$ cat config.mk
export PLATFORM = sky130hd
export DESIGN_NAME = canonical_line_editor
export DESIGN_NICKNAME = d
export VERILOG_FILES = /design/src/hdl/cle_pkg.sv /design/src/hdl/cle_ram.sv /design/src/hdl/cle_csr.sv /design/src/hdl/canonical_line_editor.sv
export VERILOG_INCLUDE_DIRS = /design/src /design/src/hdl
export SDC_FILE = /design/constraint.sdc
export NUM_CORES = 1
export LEC_CHECK = 0
export ABC_AREA = 1
export BUFFER_PORTS_ARGS = -buffer_cell sky130_fd_sc_hd__clkbuf_2
export CAP_MARGIN = 20
export CORE_AREA = 3 3 263 265
export DETAILED_ROUTE_END_ITERATION = 8
export DIE_AREA = 0 0 266 268
export PLACE_DENSITY = 0.7
export SLEW_MARGIN = 20
export SYNTH_ARGS = -nofsm -noshare
export SYNTH_HDL_FRONTEND = slang
export SYNTH_SLANG_ARGS = --single-unit
export TNS_END_PERCENT = 50
$ cat constraint.sdc
create_clock -name clock -period 7.9 [get_ports clock]
set_input_delay 0.395 -clock clock [delete_from_list [all_inputs] [get_ports clock]]
set_output_delay 0.395 -clock clock [all_outputs]
set_load 0.05 [all_outputs]
$ cat src/hdl/canonical_line_editor_assert.svh
// Assertion macros used by the line editor top level.
`ifndef CANONICAL_LINE_EDITOR_ASSERT_SVH
`define CANONICAL_LINE_EDITOR_ASSERT_SVH
// Checks that an implication holds at every clock edge outside reset.
`define CLE_ASSERT_IMPL(label, clk, rst, cond, prop, msg) \
   label: assert property (@(posedge clk) disable iff (rst) (cond) |-> (prop)) \
      else $error(msg);
// Checks that a condition implies a property in the following cycle.
`define CLE_ASSERT_NEXT(label, clk, rst, cond, prop, msg) \
   label: assert property (@(posedge clk) disable iff (rst) (cond) |=> (prop)) \
      else $error(msg);
`endif

$ cat src/hdl/cle_pkg.sv
// Package with types and constants for the canonical line editor.
package cle_pkg;
   localparam int LineLen = 64;
   localparam int AddrW = $clog2(LineLen);
   localparam int FillW = $clog2(LineLen + 1);

   localparam logic [2:0] RegMode  = 3'd0;
   localparam logic [2:0] RegIntr  = 3'd1;
   localparam logic [2:0] RegQuit  = 3'd2;
   localparam logic [2:0] RegSusp  = 3'd3;
   localparam logic [2:0] RegEof   = 3'd4;
   localparam logic [2:0] RegErase = 3'd5;
   localparam logic [2:0] RegKill  = 3'd6;
   localparam logic [2:0] RegWerase = 3'd7;

   localparam logic OpReceive = 1'b0;
   localparam logic OpRead    = 1'b1;

   localparam logic [7:0] ChCr    = 8'h0D;
   localparam logic [7:0] ChNl    = 8'h0A;
   localparam logic [7:0] ChTab   = 8'h09;
   localparam logic [7:0] ChBs    = 8'h08;
   localparam logic [7:0] ChDel   = 8'h7F;
   localparam logic [7:0] ChSpace = 8'h20;
   localparam logic [7:0] ChCaret = 8'h5E;
   localparam logic [7:0] ChAt    = 8'h40;

   typedef struct packed {
      logic       operation;
      logic [7:0] rx_byte;
   } req_type;

   typedef struct packed {
      logic [7:0] echo_byte;
      logic       echo_valid;
      logic [5:0] erase_count;
      logic [1:0] signal_code;
      logic       line_ready;
      logic [5:0] line_length;
      logic       end_of_file;
      logic [7:0] read_byte;
      logic       read_valid;
      logic       overrun;
      logic       last;
   } rsp_type;

   typedef struct packed {
      logic [6:0] mode_flags;
      logic [7:0] intr_char;
      logic [7:0] quit_char;
      logic [7:0] susp_char;
      logic [7:0] eof_char;
      logic [7:0] erase_char;
      logic [7:0] kill_char;
      logic [7:0] werase_char;
   } cfg_type;

   function automatic logic [5:0] sat63(input logic [FillW-1:0] v);
      logic [5:0] r;
      if (v > FillW'(63)) r = 6'd63;
      else r = v[5:0];
      return r;
   endfunction
endpackage

$ cat src/hdl/cle_ram.sv
// Generic single-port RAM with registered read.
module cle_ram #(
   parameter int Width = 8,
   parameter int Depth = 64
) (
   input  logic                     clock,
   input  logic                     wr_en,
   input  logic [$clog2(Depth)-1:0] addr,
   input  logic [Width-1:0]         wr_data,
   output logic [Width-1:0]         rd_data
);
   logic [Width-1:0] mem_ff [Depth];
   logic [Width-1:0] rd_data_ff;

   always_ff @(posedge clock) begin
      if (wr_en) mem_ff[addr] <= wr_data;
      rd_data_ff <= mem_ff[addr];
   end
   assign rd_data = rd_data_ff;
endmodule

$ cat src/hdl/cle_csr.sv
// Configuration register file of the line editor.
module cle_csr import cle_pkg::*; (
   input  logic       clock,
   input  logic       reset,
   input  logic       wr_en,
   input  logic [2:0] wr_index,
   input  logic [7:0] wr_data,
   output cfg_type    cfg
);
   cfg_type cfg_ff, cfg_in;

   always_comb begin
      cfg_in = cfg_ff;
      if (wr_en) begin
         unique case (wr_index)
            RegMode:   cfg_in.mode_flags  = wr_data[6:0];
            RegIntr:   cfg_in.intr_char   = wr_data;
            RegQuit:   cfg_in.quit_char   = wr_data;
            RegSusp:   cfg_in.susp_char   = wr_data;
            RegEof:    cfg_in.eof_char    = wr_data;
            RegErase:  cfg_in.erase_char  = wr_data;
            RegKill:   cfg_in.kill_char   = wr_data;
            RegWerase: cfg_in.werase_char = wr_data;
            default:   cfg_in = cfg_ff;
         endcase
      end
   end

   always_ff @(posedge clock) begin
      if (reset) begin
         cfg_ff <= '{mode_flags: 7'd127, intr_char: 8'd3, quit_char: 8'd28,
                     susp_char: 8'd26, eof_char: 8'd4, erase_char: 8'd127,
                     kill_char: 8'd21, werase_char: 8'd23};
      end else begin
         cfg_ff <= cfg_in;
      end
   end
   assign cfg = cfg_ff;
endmodule

$ cat src/hdl/canonical_line_editor.sv
// Top level of the canonical line editor: sequencer, configuration registers, line store and result assembly.
// A receive passes from decode straight to emission; a read of a pending byte first waits in
// S_RDWAIT for the store data, and a word erase alternates scan read and scan test for each scanned byte.
// One request is taken at a time; results leave one per cycle while rsp_stall is low, up to
// four, and the sequencer then returns to idle to take the next request. Reset is synchronous
// and active high; it restores register defaults and empties the line, store left as is.
module canonical_line_editor import cle_pkg::*; (
   input  logic       clock,
   input  logic       reset,
   input  logic       req_valid,
   output logic       req_stall,
   input  req_type    req_data,
   output logic       rsp_valid,
   input  logic       rsp_stall,
   output rsp_type    rsp_data,
   input  logic       csr_valid,
   output logic       csr_ready,
   input  logic [2:0] csr_index,
   input  logic [7:0] csr_data
);
`include "canonical_line_editor_assert.svh"

   // The state machine walks through decode, an optional read wait or word-erase scan
   // (read, then test) and then the emission of one to four results.
   typedef enum logic [2:0] {
      S_IDLE, S_DECODE, S_RDWAIT, S_SCAN_RD, S_SCAN_TEST, S_EMIT
   } state_type;

   cfg_type cfg;
   cle_csr u_csr (
      .clock(clock), .reset(reset), .wr_en(csr_valid && csr_ready),
      .wr_index(csr_index), .wr_data(csr_data), .cfg(cfg)
   );
   assign csr_ready = 1'b1;

   state_type        state_ff, state_in;
   logic [FillW-1:0] fill_ff, fill_in;
   logic [FillW-1:0] rpos_ff, rpos_in;
   logic             pend_ff, pend_in;
   req_type          req_ff, req_in;
   logic [7:0]       echo_ff [4];
   logic [7:0]       echo_in [4];
   logic [2:0]       ne_ff, ne_in;
   logic [1:0]       k_ff, k_in;
   logic             skip_sp_ff, skip_sp_in;
   logic [FillW-1:0] erased_ff, erased_in;
   rsp_type          base_ff, base_in;

   logic             ram_we;
   logic [AddrW-1:0] ram_addr;
   logic [7:0]       ram_wdata, ram_rdata;

   cle_ram #(.Width(8), .Depth(LineLen)) u_store (
      .clock(clock), .wr_en(ram_we), .addr(ram_addr),
      .wr_data(ram_wdata), .rd_data(ram_rdata)
   );

   logic [7:0] c;
   logic       is_sig;
   logic [FillW-1:0] fill_m1;

   always_comb begin
      state_in   = state_ff;
      fill_in    = fill_ff;
      rpos_in    = rpos_ff;
      pend_in    = pend_ff;
      req_in     = req_ff;
      echo_in    = echo_ff;
      ne_in      = ne_ff;
      k_in       = k_ff;
      skip_sp_in = skip_sp_ff;
      erased_in  = erased_ff;
      base_in    = base_ff;
      ram_we     = 1'b0;
      ram_addr   = rpos_ff[AddrW-1:0];
      ram_wdata  = 8'd0;
      fill_m1    = fill_ff - FillW'(1);
      c          = req_ff.rx_byte;
      if (cfg.mode_flags[5] && c == ChCr) c = ChNl;
      is_sig = cfg.mode_flags[4] && (req_ff.rx_byte == cfg.intr_char ||
               req_ff.rx_byte == cfg.quit_char || req_ff.rx_byte == cfg.susp_char);

      unique case (state_ff)
         S_IDLE: begin
            if (req_valid) begin
               req_in    = req_data;
               base_in   = '0;
               ne_in     = 3'd0;
               k_in      = 2'd0;
               erased_in = '0;
               state_in  = S_DECODE;
            end
         end
         S_DECODE: begin
            state_in = S_EMIT;
            if (req_ff.operation == OpRead) begin
               if (pend_ff && rpos_ff < fill_ff) begin
                  // Fetch the byte; the store answers in the following cycle.
                  state_in = S_RDWAIT;
               end else if (pend_ff) begin
                  pend_in = 1'b0; fill_in = '0; rpos_in = '0;
               end
            end else if (pend_ff) begin
               base_in.overrun = 1'b1;
            end else if (is_sig) begin
               if (req_ff.rx_byte == cfg.intr_char) begin
                  base_in.signal_code = 2'd1; echo_in[1] = 8'h43;
               end else if (req_ff.rx_byte == cfg.quit_char) begin
                  base_in.signal_code = 2'd2; echo_in[1] = 8'h5C;
               end else begin
                  base_in.signal_code = 2'd3; echo_in[1] = 8'h5A;
               end
               echo_in[0] = ChCaret; echo_in[2] = ChCr; echo_in[3] = ChNl;
               if (cfg.mode_flags[0]) ne_in = 3'd4;
               fill_in = '0; rpos_in = '0;
            end else if (req_ff.rx_byte == cfg.eof_char) begin
               if (fill_ff == '0) begin
                  base_in.end_of_file = 1'b1;
               end else begin
                  base_in.line_ready = 1'b1;
                  base_in.line_length = sat63(fill_ff);
                  pend_in = 1'b1; rpos_in = '0;
               end
            end else if (c == cfg.erase_char || c == ChBs || c == ChDel) begin
               if (fill_ff != '0) begin
                  fill_in = fill_m1;
                  if (cfg.mode_flags[1]) erased_in = FillW'(1);
               end
            end else if (c == cfg.kill_char) begin
               fill_in = '0;
               if (cfg.mode_flags[2]) begin
                  erased_in = fill_ff;
                  echo_in[0] = ChNl; echo_in[1] = ChCr; ne_in = 3'd2;
               end
            end else if (c == cfg.werase_char) begin
               skip_sp_in = 1'b1;
               state_in   = S_SCAN_RD;
            end else begin
               if (cfg.mode_flags[0]) begin
                  if (c == ChNl) begin
                     if (cfg.mode_flags[6]) begin
                        echo_in[0] = ChCr; echo_in[1] = ChNl; ne_in = 3'd2;
                     end else begin
                        echo_in[0] = ChNl; ne_in = 3'd1;
                     end
                  end else if (c < ChSpace && c != ChTab) begin
                     if (cfg.mode_flags[3]) begin
                        echo_in[0] = ChCaret; echo_in[1] = c + ChAt; ne_in = 3'd2;
                     end
                  end else begin
                     echo_in[0] = c; ne_in = 3'd1;
                  end
               end
               if (fill_ff < FillW'(LineLen - 1)) begin
                  ram_we    = 1'b1;
                  ram_addr  = fill_ff[AddrW-1:0];
                  ram_wdata = c;
                  fill_in   = fill_ff + FillW'(1);
               end
               if (c == ChNl) begin
                  base_in.line_ready = 1'b1;
                  base_in.line_length = sat63(fill_in);
                  pend_in = 1'b1; rpos_in = '0;
               end
            end
         end
         S_RDWAIT: begin
            // Store data for the read position is now registered.
            if (!base_ff.read_valid) begin
               base_in.read_valid = 1'b1;
            end else begin
               base_in.read_byte = ram_rdata;
               rpos_in = rpos_ff + FillW'(1);
               if (rpos_ff + FillW'(1) >= fill_ff) begin
                  pend_in = 1'b0; fill_in = '0; rpos_in = '0;
               end
               state_in = S_EMIT;
            end
         end
         S_SCAN_RD: begin
            if (fill_ff == '0) begin
               state_in = S_EMIT;
            end else begin
               ram_addr = fill_m1[AddrW-1:0];
               state_in = S_SCAN_TEST;
            end
         end
         S_SCAN_TEST: begin
            ram_addr = fill_m1[AddrW-1:0];
            state_in = S_SCAN_RD;
            if (skip_sp_ff && ram_rdata == ChSpace) begin
               fill_in = fill_m1;
               if (cfg.mode_flags[1]) erased_in = erased_ff + FillW'(1);
            end else if (ram_rdata != ChSpace) begin
               skip_sp_in = 1'b0;
               fill_in = fill_m1;
               if (cfg.mode_flags[1]) erased_in = erased_ff + FillW'(1);
            end else begin
               state_in = S_EMIT;
            end
         end
         S_EMIT: begin
            if (!rsp_stall) begin
               if (ne_ff <= 3'({1'b0, k_ff} + 3'd1)) state_in = S_IDLE;
               k_in = k_ff + 2'd1;
            end
         end
         default: state_in = S_IDLE;
      endcase
   end

   always_ff @(posedge clock) begin
      if (reset) begin
         state_ff <= S_IDLE;
         fill_ff  <= '0;
         rpos_ff  <= '0;
         pend_ff  <= 1'b0;
         k_ff     <= '0;
         ne_ff    <= '0;
      end else begin
         state_ff <= state_in;
         fill_ff  <= fill_in;
         rpos_ff  <= rpos_in;
         pend_ff  <= pend_in;
         k_ff     <= k_in;
         ne_ff    <= ne_in;
      end
      req_ff     <= req_in;
      echo_ff    <= echo_in;
      skip_sp_ff <= skip_sp_in;
      erased_ff  <= erased_in;
      base_ff    <= base_in;
   end

   // Result assembly: shared fields repeat, erase count on the first result only, the echo walks the list.
   always_comb begin
      rsp_data = base_ff;
      rsp_data.echo_valid  = ({1'b0, k_ff} < ne_ff);
      rsp_data.echo_byte   = rsp_data.echo_valid ? echo_ff[k_ff] : 8'd0;
      rsp_data.erase_count = (k_ff == 2'd0) ? sat63(erased_ff) : 6'd0;
      rsp_data.last        = (ne_ff <= 3'({1'b0, k_ff} + 3'd1));
   end
   assign rsp_valid = (state_ff == S_EMIT);
   assign req_stall = (state_ff != S_IDLE);

   `CLE_ASSERT_IMPL(a_fill_bound, clock, reset, 1'b1, fill_ff < FillW'(LineLen),
      "line fill beyond store")
   `CLE_ASSERT_IMPL(a_rpos_bound, clock, reset, pend_ff, rpos_ff < fill_ff,
      "read position past line end")
   `CLE_ASSERT_NEXT(a_last_leaves, clock, reset, rsp_valid && !rsp_stall && rsp_data.last,
      state_ff == S_IDLE, "sequencer did not return after last result")
endmodule
# Word level (Yosys, flattened, before mapping)
# Memory sizes are Yosys's and may differ from the RTL's. A register that Yosys moved wholly into a read port is not among the register bits.
# Cells that the tools add are included.
# word_totals
register_bits,139
mem_bits_rw,512
inputBits,25
out_inout_bits,39
word_cells,359
mem_count,1
# classes
add_sub_neg,7
magnitude_cmp,10
n_eq_ne,78
mux,183
bitwise_logic,3
reduce_logical,50
# memory_table
name,depth,width,read_ports,rd_ports_with_merged_regs,write_ports,line_no,source
u_store.mem_ff,64,8,1,1,1,cle_ram.sv:12,logic [Width-1:0] mem_ff [Depth];
# op_table
cell,count
$mux W7,53
$mux W8,19
$mux W16,8
$mux W3,30
$mux W6,13
$eq A8 B8 Y1,7
$ne A3 B3 Y1 const B,14
$pmux W7 S3,2
$reduce_and A10 Y1,4
$mux W1,38
$ne A2 B2 Y1 const B,19
$reduce_and A11 Y1,3
$eq A8 B4 Y1 const B,3
$add A7 B1 Y7 const B,3
$gt A7 B6 Y1 const B,3
$mux W21,1
$mux W10,2
$ne A5 B5 Y1 const B,4
$pmux W10 S2,1
$reduce_and A2 Y1,10
$eq A3 B3 Y1 const B,6
$ne A6 B6 Y1 const B,3
$pmux W3 S6,1
$pmux W6 S3,1
47 further kinds,83

# Depth between registers and ports, before layout
# Gate-level depths: netlist of the first run.
# depth
word_depth,23
depth_mapped,29
mapped_depth_nobuf,27

# Cells and area by module
# From an unflattened synthesis of the first run, not the netlist that was laid out.
# unflattened
cells_unflattened,3458
area_unflattened_um2,30782.0
# modules_own_cells
module,n_inst,cells_each,area_per_inst_um2,seq_area_each_um2
cle_ram,1,2170,21983.6,15534.9
canonical_line_editor,1,952,6421.2,2052.0
cle_csr,1,336,2377.3,1261.2

# Least setup slack after synthesis of the first run
# No wires, ideal clock.
# synth_path
path_type,flip-flop to flip-flop
from,reg req_ff[1] (netlist bit)
to,"mem u_store.mem_ff[0][0], data pin"
t_arrival_ns,3.385
path_slack_ns,4.015
stages_incl_launch_ff,15
n_path_buf,1
period_less_slack_ns,3.885
cell_sequence,edfxtp_1 -> inv_2 -> nand3_2 -> nor2_2 -> nand2_4 -> buf_6 -> a21oi_2 -> nor2_1 -> nand3_4 -> nand2_4 -> inv_2 -> nand3_1 -> nor2_1 -> nand2_1 -> nor2_1
# synth_via
elab_chain_len,12
# synth_lines
element,line_no,source
"start, declared",canonical_line_editor.sv:40,"req_type req_ff, req_in;"
"start signal, assigned",canonical_line_editor.sv:228,req_ff <= req_in;
$eq A8 B4 Y1,canonical_line_editor.sv:79,if (cfg.mode_flags[5] && c == ChCr) c = ChNl;
$logic_and A1 B1 Y1,canonical_line_editor.sv:79,
$mux W8,canonical_line_editor.sv:79,
"$eq A8 B8 Y1, or another cell as far along",canonical_line_editor.sv:135,end else if (c == cfg.werase_char) begin
$mux W8 or $logic_or A1 B1 Y1 (tied branches),"canonical_line_editor.sv:135, canonical_line_editor.sv:124",
$mux W8 or $logic_or A1 B1 Y1 (tied branches),"canonical_line_editor.sv:129, canonical_line_editor.sv:124",
$mux W8,canonical_line_editor.sv:124,end else if (c == cfg.erase_char || c == ChBs || c == ChDel) begin
$mux W8,canonical_line_editor.sv:116,end else if (req_ff.rx_byte == cfg.eof_char) begin
$mux W8 (*),canonical_line_editor.sv:105,end else if (is_sig) begin
$mux W8 (*),canonical_line_editor.sv:103,end else if (pend_ff) begin
$mux W8 (*),canonical_line_editor.sv:96,if (req_ff.operation == OpRead) begin
$mux W8 (*),canonical_line_editor.sv:83,unique case (state_ff)
via ram_wdata[0],canonical_line_editor.sv:51,"logic [7:0] ram_wdata, ram_rdata;"
"end, declared",cle_ram.sv:12,
# Mark *: on every way through the listed nets, which the timed path passes. The rest lies on a longest branch.

# Worst setup path in the final report of the first run
# layout_path
from,reg state_ff[1]
to,"mem u_store.mem_ff[4][0], enable pin"
# layout_via
elab_chain_len,4
# layout_lines
element,line_no,source
"start, declared",canonical_line_editor.sv:36,"state_type state_ff, state_in;"
"start signal, assigned",canonical_line_editor.sv:221,state_ff <= state_in;
$eq A3 B1 Y1,canonical_line_editor.sv:83,
$mux W1,canonical_line_editor.sv:83,
$mux W1,cle_ram.sv:16,if (wr_en) mem_ff[addr] <= wr_data;
$mux W1 (implied by the code),cle_ram.sv:16,
# Parallel ways exist; a longest one is shown, timed or not.

==> results of run 1 <==
==> synth_stat cells, drive strengths merged (4+ instances only) <==
cell type	number
nor3	14
clkinv	4
nor2	262
a21oi	82
or2	10
ha	25
inv	162
edfxtp	565
clkbuf	56
dfxtp	94
o21a	4
nand2	1441
nand3	305
a211oi	15
o22ai	7
o211ai	19
buf	106
nor4	4
o21ai	90
xnor2	9
nand4	20
a22oi	4
xor2	22
==> per-layer routing <==
layer	track usage, %	vias to the layer above
met4	8.610	0
li1	-	11098
met3	4.010	161
met1	30.64	10776
met5	0	-
met2	36.25	998
==> worst max-delay path, cell delays in order, from the launching register on <==
cell and delay [ns]:
dfxtp_1 0.34, nor2_1 0.18, inv_1 0.13, nor2_4 0.41
inv_2 0.26, nand2_1 0.16, nor2_2 0.11, inv_2 0.17
o21ai_0 0.10, a211oi_1 0.66, nand2_8 0.50, nand2_8 0.64
inv_2 0.20, nor2_2 0.26, nand2_2 0.38, nor2_1 0.68
==> repair_timing <==
item,CTS,global route
hold endpoints to repair,8,0
resized for setup,0,0
setup endpoints to repair,0,0
hold buffers,8,0
==> final cells by class <==
class                           instances  area (sq um)  area share (%)
Clock inverter                         40         436.7           1.285
Inverter                              166         633.1           1.863
Tap cell                              873          1092           3.215
Multi-Input combinational cell       2361         10560           31.07
Timing Repair Buffer                   92         568.0           1.672
Antenna cell                            1         2.502        0.007365
Clock buffer                           85          1839           5.413
Sequential cell                       659         18850           55.47
==> cells by family after synthesis <==
kind of cell | count (synthesis) | share of synthesized area [%]
flops | 659 | 61.23
buf+inv | 328 | 4.959
other cells | 2 | 0.02440
compound gates | 237 | 4.504
xor+xnor | 31 | 0.8820
simple gates | 2059 | 27.39
fa+ha+maj | 25 | 1.016
==> flip-flops by register name, summed over array words and instances (netlist names), 2 cells and up <==
register         count
erased_ff            7
echo_ff             16
k_ff                 2
fill_ff              7
rpos_ff              7
rsp_data            20
u_csr.cfg           63
u_store.mem_ff     512
ne_ff                3
req_ff               9
state_ff             3
u_store.rd_data      8
==> final timing paths <==
check / cells after the start / slack [ns] / to
worst max-delay path: 15 / 2.30 / u_store.mem_ff[4][0]
worst min-delay path: 1 / 0.04 / req_ff[8]
worst max register to register: 15 / 2.30 / u_store.mem_ff[4][0]
worst min register to register: 2 / 0.47 / u_csr.cfg[39]
==> power groups by stage <==
stage          sequential, W  combinational (W)  clock [W]
2_1_floorplan        0.00444            0.00518          0
3_3_place_gp         0.00437            0.00689          0
3_5_place_dp         0.00438            0.00694          0
4_1_cts              0.00430            0.00698    0.00332
5_1_grt              0.00432            0.00777    0.00347
6_report             0.00431            0.00704    0.00328
==> per-stage QoR <==
| stage | power (W) | cell area [sq um] | setup WS [ns] |
|---|---|---|---|
| 3_5_place_dp | 0.01132 | 31610 | 2.415 |
| 5_1_grt | 0.01557 | 33980 | 1.803 |
| 3_3_place_gp | 0.01126 | 31610 | 2.571 |
| 2_1_floorplan | 0.009619 | 30810 | 4.015 |
| 4_1_cts | 0.01461 | 33970 | 2.407 |
| 6_report | 0.01464 | 33980 | 2.303 |
==> run metrics, run 1 <==
met2 WL post-DR=37.40 mm; clk sinks=659; Slew HR=27.87%; first-pass GRT wire length=125.1 mm; Hold Slack=0.04036 ns; sequential fraction of design power=29.4%; Final Cycle Share=70.85%; FMAX=178.7 MHz; Routed WL=80.87 mm; NetSw=0.006915 W; total CTS buffers=69; GP Congestion=0.9622; Synth area leader=edfxtp_1; Post-Syn Area per Cell=9.214 sq um; Die X=266 microns; # nets final=3,399; commonest cells after routing, fill and taps aside=nand2_1, edfxtp_1, nand3_1, nor2_1, inv_1; dominant synthesized flop cell=edfxtp_1; worst clock skew=0.03034 ns; CTS root buf=clkbuf_16; DP HPWL=49.55 mm; GRT Util Overall=22.50%; ranking of synthesized cells by area=edfxtp_1, nand2_1, dfxtp_1, nand3_1, nor2_1; internal power=0.007720 W; Ys Warns=0; Max Slew Vio Count=0; CTS tree=done; max_cap viols=0; drt drc=0; cell area after synthesis=0.03078 sq mm; Period minus WS final=5.597 ns; CP Data Arrival Time=5.82 ns; ratio of cells with drive above 1 in the final layout=7.905%; Starting DRT DRC Count=2,478; non-filler cells, final=4,277; status=finished, final reports clean; via count=23,033; Die Y=268 microns; row cnt=95; top cell type's share of synthesized area=55.12%; Starting Density=45.92%; wire length per cell=18.91 microns; DRT met1 WL=34.20 mm; Peak supply drop=0.0006070 V; Clock Power Share=22.4%; max layer used=met4; flops & latches, synth=659; slew at the pin closest to its max-slew limit=1.082 ns; DRT Pass-1 Iters=6; vias per cell=5.385; Sw Share=47.25%; maximum fanout along the worst path=98; Final Hold Fails=0; placed cells=4,143; vias in the first global route=21,931; # setup viols final=0; Comb pwr share=48.1%; CP endpoint kind=flop; CP required=8.13 ns; worst setup path start=state_ff[1]; post-layout util=50.68%; Netlist cell types=55; CORE AREA=0.06704 sq mm; EDFF count, synth=565; GRT overflow=0; total I/O pin count=64; # fillers=6,116; setup_tns=0 ns; H-tree Lvls=3; unrepaired setup endpoints after global routing=no; commonest non-fill, non-tap cell in the layout=nand2_1; area grow syn2layout=10.38%; Clk pin slew, worst setup/hold paths=0.06 ns; static leakage=14.64 nW; post-CTS setup buffer count=0; met3 routed WL=6.779 mm; initial antenna violation count=0; r2r startpoint=state_ff[1]; startpoint types=flop; Power Density=430.7 mW/mm^2; WS Path Type=flop to flop; largest net degree at the start of global routing=176; clk_lat worst skew=0.62 ns; Post-Syn Instances=3,341; IO Port Bufs=62; Routed Antenna Nets=0; HP Start=req_data[8]; CTS Buffer Depth=3; post-synthesis sequential area ratio=61.23%; Worst Hold Class=input pin to flop; die area=0.07129 sq mm; Async SR Flop Fraction=0%
Note: power is estimated with default switching activity, not from simulation.
==> run 2: changes to the inputs <==
==> constraint.sdc (replaced) <==
create_clock -name clock -period 5.59 [get_ports clock]
set_input_delay 0.2795 -clock clock [delete_from_list [all_inputs] [get_ports clock]]
set_output_delay 0.2795 -clock clock [all_outputs]
set_load 0.05 [all_outputs]
==> run 2 against run 1 <==
Critical path depth is 11 higher. Global-route usage is 0.086 points lower. Hold slack better by 0.031 ns. Total power is 43% higher. Register-to-register slack worse by 1.5 ns. Non-clock buffer count is 34 higher. Setup slack worse by 1.5 ns. Clock power is 42% higher. Clock skew is 0.024 ns higher. Critical path type unchanged.
==> run metrics, run 2 (synthesis gave the netlist of run 1 again) <==
status=finished, final reports clean; CORE AREA=0.06704 sq mm; slew at the pin closest to its max-slew limit=1.320 ns; die area=0.07129 sq mm; worst clock skew=0.05387 ns; vias in the first global route=22,063; clk_lat worst skew=0.63 ns; total I/O pin count=64; commonest non-fill, non-tap cell in the layout=nand2_1; Die X=266 microns; clk sinks=659; HP Start=csr_data[7]; Largest Register=u_store.mem_ff; DRT Pass-1 Iters=7; CTS root buf=clkbuf_16; commonest cells after routing, fill and taps aside=nand2_1, edfxtp_1, nand3_1, nor2_1, inv_1; multi-input logic area=0.01056 sq mm; Period minus WS final=4.801 ns; CP required=6.16 ns; WS Path Type=flop to flop; static leakage=14.84 nW; drt drc=0; Worst path max stage delay=0.66 ns; ratio of cells with drive above 1 in the final layout=8.723%; CP Data Arrival Time=5.38 ns; sequential cell area=0.01885 sq mm; area grow syn2layout=11.55%; vias per cell=5.409; DP HPWL=47.71 mm; via count=23,322; max_cap viols=0; FMAX=208.3 MHz; Slew HR=12.02%; Peak supply drop=0.0007343 V; r2r startpoint=req_ff[6]; Worst Hold Class=input pin to flop; max reg flops=512; CP endpoint kind=flop; Pwr Total=0.02096 W; H-tree Lvls=3; Max Slew Vio Count=0; post-CTS setup buffer count=0; Final Cycle Share=85.89%; Die Y=268 microns; CTS Buffer Depth=3; Antenna diodes=0; initial antenna violation count=0; maximum fanout along the worst path=223; CP max-delay cell=edfxtp_1; cells on worst reg2reg path=26; Power Density=610.5 mW/mm^2; CP most frequent cell=nand2_1; # fillers=6,003; Worst Hold Path Cells=3; startpoint types=flop; IO Port Bufs=62; CTS tree=done; # nets final=3,433; row cnt=95; Starting DRT DRC Count=2,348; worst r2r dst=u_store.rd_data[1]; Routed WL=80.29 mm; largest net degree at the start of global routing=224; Clk pin slew, worst setup/hold paths=0.06 ns; flop2flop setup slack=0.79 ns; GRT Util Overall=22.42%; PostCTS Resize Cnt=0; Final Hold Fails=0; wire length per cell=18.62 microns; GP Congestion=0.9614; hold endpoint=u_csr.cfg[7]; # setup viols final=0; unrepaired setup endpoints after global routing=no; total CTS buffers=69; GRT overflow=0; first-pass GRT wire length=125.5 mm; Starting Density=45.92%; setup_tns=0 ns; Routed Antenna Nets=0
## run 2: changes by cell type in the layout (fill, tap and decap cells not counted), sizes merged
| cell | before | now |
|---|---|---|
| buf | 22 | 55 |
| clkinv | 33 | 28 |
| clkbuf | 147 | 151 |
| dlygate4sd3 | 8 | 9 |
| inv | 164 | 167 |
| diode | 1 | 0 |
## run 2: worst max path at each step
stage	slack, ns	startpoint	end
CTS	0.86	req_ff[6]	u_store.mem_ff[56][4]
global route	0.44	req_ff[6]	u_store.rd_data[4]
finish	0.79	req_ff[6]	u_store.rd_data[1]
global placement	0.97	req_ff[6]	u_store.rd_data[0]
floorplan	1.71	req_ff[1]	u_store.mem_ff[0][0]
detailed placement	0.90	req_ff[6]	u_store.mem_ff[56][0]
## run 2: repair_timing
item,CTS,global route
hold endpoints to repair,9,0
endpoints found under the setup margin,0,0
hold buffers,9,0
## run 2: area by class of cell
| cell class | count | area share, % |
|---|---|---|
| clock inverters | 38 | 1.283 |
| clock buffers | 89 | 5.400 |
| repair buffers | 126 | 2.660 |
| multi-input cells | 2361 | 30.75 |
| inverters | 166 | 1.844 |
| well taps | 873 | 3.181 |
| flip-flops and latches | 659 | 54.89 |
## run 2: routing by layer
layer / GRT usage, % / wire length, microns
met1: 30.97 / 33890
met2: 35.90 / 37000
met3: 3.745 / 7005
met4: 8.314 / 2396
met5: 0 / 0
## run 2: stage by stage
| stage | hold slack, ns | util [%] | setup slack, ns | instances | cell area (sq um) |
|---|---|---|---|---|---|
| after detailed placement | 0.4595 | 47.66 | 0.9022 | 4176 | 31950 |
| after CTS | 0.03198 | 51.21 | 0.8588 | 4312 | 34330 |
| final | 0.07145 | 51.22 | 0.7890 | 4312 | 34340 |
| after global routing | 0.06577 | 51.22 | 0.4434 | 4312 | 34340 |
| after global placement | 0.4540 | 47.66 | 0.9743 | 4176 | 31950 |
| after floorplan | 0.3784 | - | 1.705 | 3348 | 30810 |
## run 2: worst max-delay path: cells and delay by family (launching register included)
kind          cells  cell delay (ns)
flops             1             0.66
buf+inv           3             0.83
simple gates     23             2.80
## run 2: report_power, final
part / leakage (nW) / switching [W] / internal, W
clock: 1.11 / 0.00193 / 0.00274
sequential: 6.43 / 0.000242 / 0.00583
combinational: 7.30 / 0.00776 / 0.00246
